[config.mk]
export PLATFORM = sky130hd
export DESIGN_NAME = pwfd_ctrl
export DESIGN_NICKNAME = d
export VERILOG_FILES = /design/src/rtl/pwfd_pkg.sv /design/src/rtl/pwfd_ctrl.sv
export SDC_FILE = /design/constraint.sdc
export NUM_CORES = 1
export LEC_CHECK = 0
export BUFFER_PORTS_ARGS = -buffer_cell sky130_fd_sc_hd__buf_2
export CORE_MARGIN = 8
export CORE_UTILIZATION = 35
export CTS_CLUSTER_SIZE = 30
export DETAILED_ROUTE_END_ITERATION = 7
export MAX_ROUTING_LAYER = met4
export PLACE_DENSITY = 0.61
export SYNTH_ARGS = -nofsm -noshare
export SYNTH_HDL_FRONTEND = slang
export SYNTH_SLANG_ARGS = --single-unit
[constraint.sdc]
create_clock -name clk -period 2 [get_ports clk]
set_input_delay 0.4 -clock clk [delete_from_list [all_inputs] [get_ports clk]]
set_output_delay 0.4 -clock clk [all_outputs]
set_load 0.01 [all_outputs]
[src/rtl/pwfd_pkg.sv]
`default_nettype none
package pwfd_pkg;

  localparam int unsigned DataW  = 32;
  localparam int unsigned RegIdxW = 3;
  localparam int unsigned StepW  = 4;
  localparam int unsigned PeriodW = 17;
  localparam int unsigned RateW  = 31;
  localparam int unsigned LimitW = 31;

  // configuration register indexes
  typedef enum logic [RegIdxW-1:0] {
    REG_PROP_GAIN          = 3'd0,
    REG_INTEGRAL_GAIN      = 3'd1,
    REG_DERIV_GAIN         = 3'd2,
    REG_TARGET_RATE_GAIN   = 3'd3,
    REG_FEEDBACK_RATE_GAIN = 3'd4,
    REG_PERIOD             = 3'd5,
    REG_RATE               = 3'd6,
    REG_INTEGRAL_LIMIT     = 3'd7
  } reg_idx_t;

  // product selected for the shared multiplier; also names its write-back target
  typedef enum logic [3:0] {
    OP_NONE = 4'd0,
    OP_TD   = 4'd1,
    OP_FD   = 4'd2,
    OP_TRT  = 4'd3,
    OP_FRT  = 4'd4,
    OP_ED   = 4'd5,
    OP_KIE  = 4'd6,
    OP_PT   = 4'd7,
    OP_IP   = 4'd8,
    OP_DT   = 4'd9
  } mul_op_t;

  typedef struct packed {
    logic    capture;   // latch the accepted item
    mul_op_t mul_op;    // operands for the multiplier this cycle
    logic    err_en;    // form the error from the rate terms
    logic    integ_en;  // accumulate, clamp and gate the integral
    logic    load;      // final sum into the result register, update history
  } dp_cmd_t;

endpackage
`default_nettype wire

[src/rtl/pwfd_ctrl.sv]
`default_nettype none
module pwfd_ctrl (
  input  wire logic             clk,
  input  wire logic             rst_n,
  input  wire logic             in_valid,
  output logic                  in_ready,
  output logic                  out_valid,
  input  wire logic             out_ready,
  output pwfd_pkg::dp_cmd_t     cmd
);

  typedef enum logic [2:0] {
    S_IDLE = 3'b001,
    S_RUN  = 3'b010,
    S_LOAD = 3'b100
  } state_t;

  localparam logic [pwfd_pkg::StepW-1:0] LastStep = 4'd11;

  state_t                        state_r, state_nxt;
  logic [pwfd_pkg::StepW-1:0]    step_r, step_nxt;
  logic                          out_valid_r, out_valid_nxt;
  logic                          load;

  assign in_ready  = (state_r == S_IDLE);
  assign out_valid = out_valid_r;
  assign load      = (state_r == S_LOAD) && (!out_valid_r || out_ready);

  always_comb begin
    state_nxt = state_r;
    step_nxt  = step_r;
    case (state_r)
      S_IDLE: begin
        step_nxt = '0;
        if (in_valid) state_nxt = S_RUN;
      end
      S_RUN: begin
        step_nxt = step_r + 4'd1;
        if (step_r == LastStep) state_nxt = S_LOAD;
      end
      S_LOAD: begin
        if (load) state_nxt = S_IDLE;
      end
      default: state_nxt = S_IDLE;
    endcase
  end

  always_comb begin
    out_valid_nxt = out_valid_r;
    if (load) out_valid_nxt = 1'b1;
    else if (out_ready) out_valid_nxt = 1'b0;
  end

  // schedule: a product is written back in the cycle after it is issued
  always_comb begin
    cmd          = '0;
    cmd.mul_op   = pwfd_pkg::OP_NONE;
    cmd.capture  = in_ready && in_valid;
    cmd.load     = load;
    if (state_r == S_RUN) begin
      case (step_r)
        4'd0:    cmd.mul_op = pwfd_pkg::OP_TD;
        4'd1:    cmd.mul_op = pwfd_pkg::OP_FD;
        4'd2:    cmd.mul_op = pwfd_pkg::OP_TRT;
        4'd3:    cmd.mul_op = pwfd_pkg::OP_FRT;
        4'd5:    cmd.err_en = 1'b1;
        4'd6:    cmd.mul_op = pwfd_pkg::OP_ED;
        4'd7:    cmd.mul_op = pwfd_pkg::OP_KIE;
        4'd8:    cmd.mul_op = pwfd_pkg::OP_PT;
        4'd9:    cmd.mul_op = pwfd_pkg::OP_IP;
        4'd10:   cmd.mul_op = pwfd_pkg::OP_DT;
        4'd11:   cmd.integ_en = 1'b1;
        default: cmd.mul_op = pwfd_pkg::OP_NONE;
      endcase
    end
  end

  always_ff @(posedge clk) begin
    if (!rst_n) begin
      state_r     <= S_IDLE;
      step_r      <= '0;
      out_valid_r <= 1'b0;
    end else begin
      state_r     <= state_nxt;
      step_r      <= step_nxt;
      out_valid_r <= out_valid_nxt;
    end
  end

endmodule
`default_nettype wire

==> metrics.md <==
| Metric | Value |
|---|---|
| Synthesized area | approximately 540 sq um |
| Pwr dens | 504 nW/um^2 |
| Fraction of registers with async set/reset | 0% |
| Leak Pwr | between 0.0002 and 0.0003 uW |
| Layout area overhead | 31.0% |
| Root Driver | clkbuf_4 |
| Global-route usage over all layers | 8.98% |
| Sequential area share after synthesis | between 20 and 30% |
| Fmax | roughly 0.52 GHz |
| Num ports | 14 |
| Final WL | ~1400 microns |
| Number of global-route vias before repair | slightly above 500 |
| Die height | between 50 and 60 microns |
| Max-Cap Viols | 0 |
| Synth top area share | between 20% and 30% |
| Post-route ant nets | 0 |
| Initial Util | a little over a third |
| DRT Pass-1 Iters | 4 |
| H-Tree Depth | 1 |
| Main flop type after synthesis | dfxtp_1 |
| Worst-path clk slew | 60 ps |
| Synth warn | 0 |
| Routed len/inst | 14.0 microns |
| Synth area leaders | dfxtp_1 (29%), ha_1 (9.2%), a21oi_1 (5.5%) |
| Final clock skew | ~2.2 ps |
| Critical R2R Launch | state_r[2] |
| Post-DR vias/cell | between 5 and 6 |
| Period utilization | just under 100% |
| Area leader, netlist | dfxtp_1 |
| Hold Vio Cnt, Final | 0 |
| Crit path DAT | ~1500 ps |
| CP required | roughly 1600 ps |
| Syn nets | 76 |
| Starting DRC count in detailed routing | 20 |
| Via count | between 500 and 600 |
| Total core area | about 1500 sq um |
| VDD IR max | around 300 uV |
| CTS Sinks | 8 |
| Fin crit period | between 1500 and 2000 ps |
| GRT overflow | 0 |
| Share of cells above drive strength 1 | about 43% |
| CP Capture Type | output pin |
| Die ar. | 3070 sq um |
| Worst Max-Slew Pin Slew | ~320 ps |
| Synth cell types | 30 |
| CTS tree | done |
| Clock latency on the worst-skew pair | 260 ps |
| Mapped Cells | between 60 and 70 |
| Syn_area_per_cell | around 8 sq um |
| Initial antenna violation count | 0 |
| Max-slew violations | 0 |
| Hold_sp | rst_n |
| Max Fanout on Critical Path | 4 |
| Routability Congestion | between 0.7 and 0.8 |
| Setup CP Type | reg -> out |
| Final Core Density | 47.9% |
| Die Span X | 55.4 microns |
| Antenna cells | 0 |
| Largest net degree at the start of global routing | 11 |
| Status | finished, final reports clean |
| Min-Delay Path Class | in -> reg |
| Slew headroom | around 79% |
| Hold-critical path depth | 2 |
| Hpwl dp | 976 microns |
| Post-synth EDFFs | 0 |
| Number of I/O port buffers | 13 |
| Pwr Total | ~360 uW |
| Final setup fails | 0 |
| #FFs+latches synth | 8 |
| Worst Setup SP | step_r[0] |
| Clock buffer depth | 2 |
| # DRC | 0 |
| Worst setup SP type | register |
| Num CTS Buffers | 3 |
| List of most frequent post-synthesis cells | dfxtp_1 (8), nand2_1 (8), a21oi_1 (6) |
| R2R cell count | 3 |
| Final #Nets | 94 |
| Unrepaired setup endpoints after global routing | yes |
| Core Rows | 14 |
| First-pass GRT wire length | 2190 microns |
per-stage QoR:
stage | worst slack [ps] | TNS (ps) | instances | cell area, sq um | hold slack, ps
final | 62.9 | 0 | 100 | 713 | 355
after global routing | -14.5 | -14.5 | 100 | 713 | 358
after CTS | 1.67 | 0 | 98 | 671 | 355
after detailed placement | 165 | 0 | 95 | 616 | 515
after global placement | 200 | 0 | 95 | 616 | 504
after floorplan | 259 | 0 | 68 | 544 | 479
kinds of logic (layout without fill, tap and decap cells):
group                    after synthesis  count (layout)  share of synthesized area, %
AND/OR/NAND/NOR                       28              28                          27.1
AO/OA/AOI/OAI                         18              18                          24.8
buffers and inverters                 10              26                          9.43
flip-flops                             8               8                          29.4
adder cells (fa/ha/maj)                4               4                          9.20
per-layer routing:
| metal | vias up | share of wire, % | GRT usage [%] |
|---|---|---|---|
| met3 | 2 | 2.7 | 3.42 |
| met2 | 7 | 52 | 14.3 |
| met1 | 257 | 44 | 9.21 |
| li1 | 272 | - | - |
| met4 | 0 | 1.0 | 5.28 |
| met5 | - | 0 | - |
cells in the final DEF (no fill, tap or decap):
| cell | instances |
|---|---|
| nor2_1 | 4 |
| a211oi_2 | 1 |
| a311oi_1 | 1 |
| nor2b_1 | 2 |
| a311oi_2 | 1 |
| and2_4 | 1 |
| buf_2 | 13 |
| nand3_1 | 3 |
| nor3b_1 | 1 |
| o221ai_1 | 1 |
| a21oi_1 | 6 |
| nand2b_1 | 1 |
| inv_4 | 1 |
| o21a_1 | 2 |
| dfxtp_4 | 2 |
| a211o_1 | 1 |
| ha_1 | 1 |
| dfxtp_1 | 6 |
| a2bb2oi_1 | 1 |
| inv_1 | 3 |
| and3_1 | 1 |
| ha_4 | 3 |
| nor3_2 | 1 |
| inv_2 | 2 |
| o221a_2 | 1 |
| clkbuf_4 | 3 |
| nor3_1 | 3 |
| a21o_1 | 1 |
| or3b_2 | 2 |
| buf_4 | 4 |
| nand2_1 | 8 |
| o21ai_0 | 1 |
| o22a_1 | 1 |
| or3b_4 | 1 |
sequential cells by signal, summed over array words and instances (netlist names):
name       count
out_valid      1
state_r        3
step_r         4
critical path, cell delays in order, from the launching register on:
cell	delay [ps]
dfxtp_4	400
ha_4	150
inv_1	60
a211o_1	300
a211oi_2	200
buf_2	160
final timing paths:
path / to / slack [ps]
setup / recovery: cmd[4] / 60
hold / removal: state_r[0] / 350
setup reg to reg: step_r[3] / 670
hold reg to reg: out_valid / 530
what timing repair did:
action	in CTS	in global routing
hold buffers	0	0
cloned	0	0
setup buffers	0	2
pin swaps	0	1
endpoints found under the setup margin	1	3
gates resized for setup	9	7
report_power, final:
group	internal, uW	switching (uW)
Combinational	25.6	32.1
Clock	69.4	65.3
Sequential	162	4.72
Total	257	102
final cells by class:
type                    instances  area [sq um]
inverters                       6          25.0
clock buffers                   3          22.5
repair buffers                 17          95.1
well taps                      16          20.0
fillers                       143           776
multi-input cells              50           383
flip-flops and latches          8           168
Note: power is estimated with default switching activity, not from simulation.
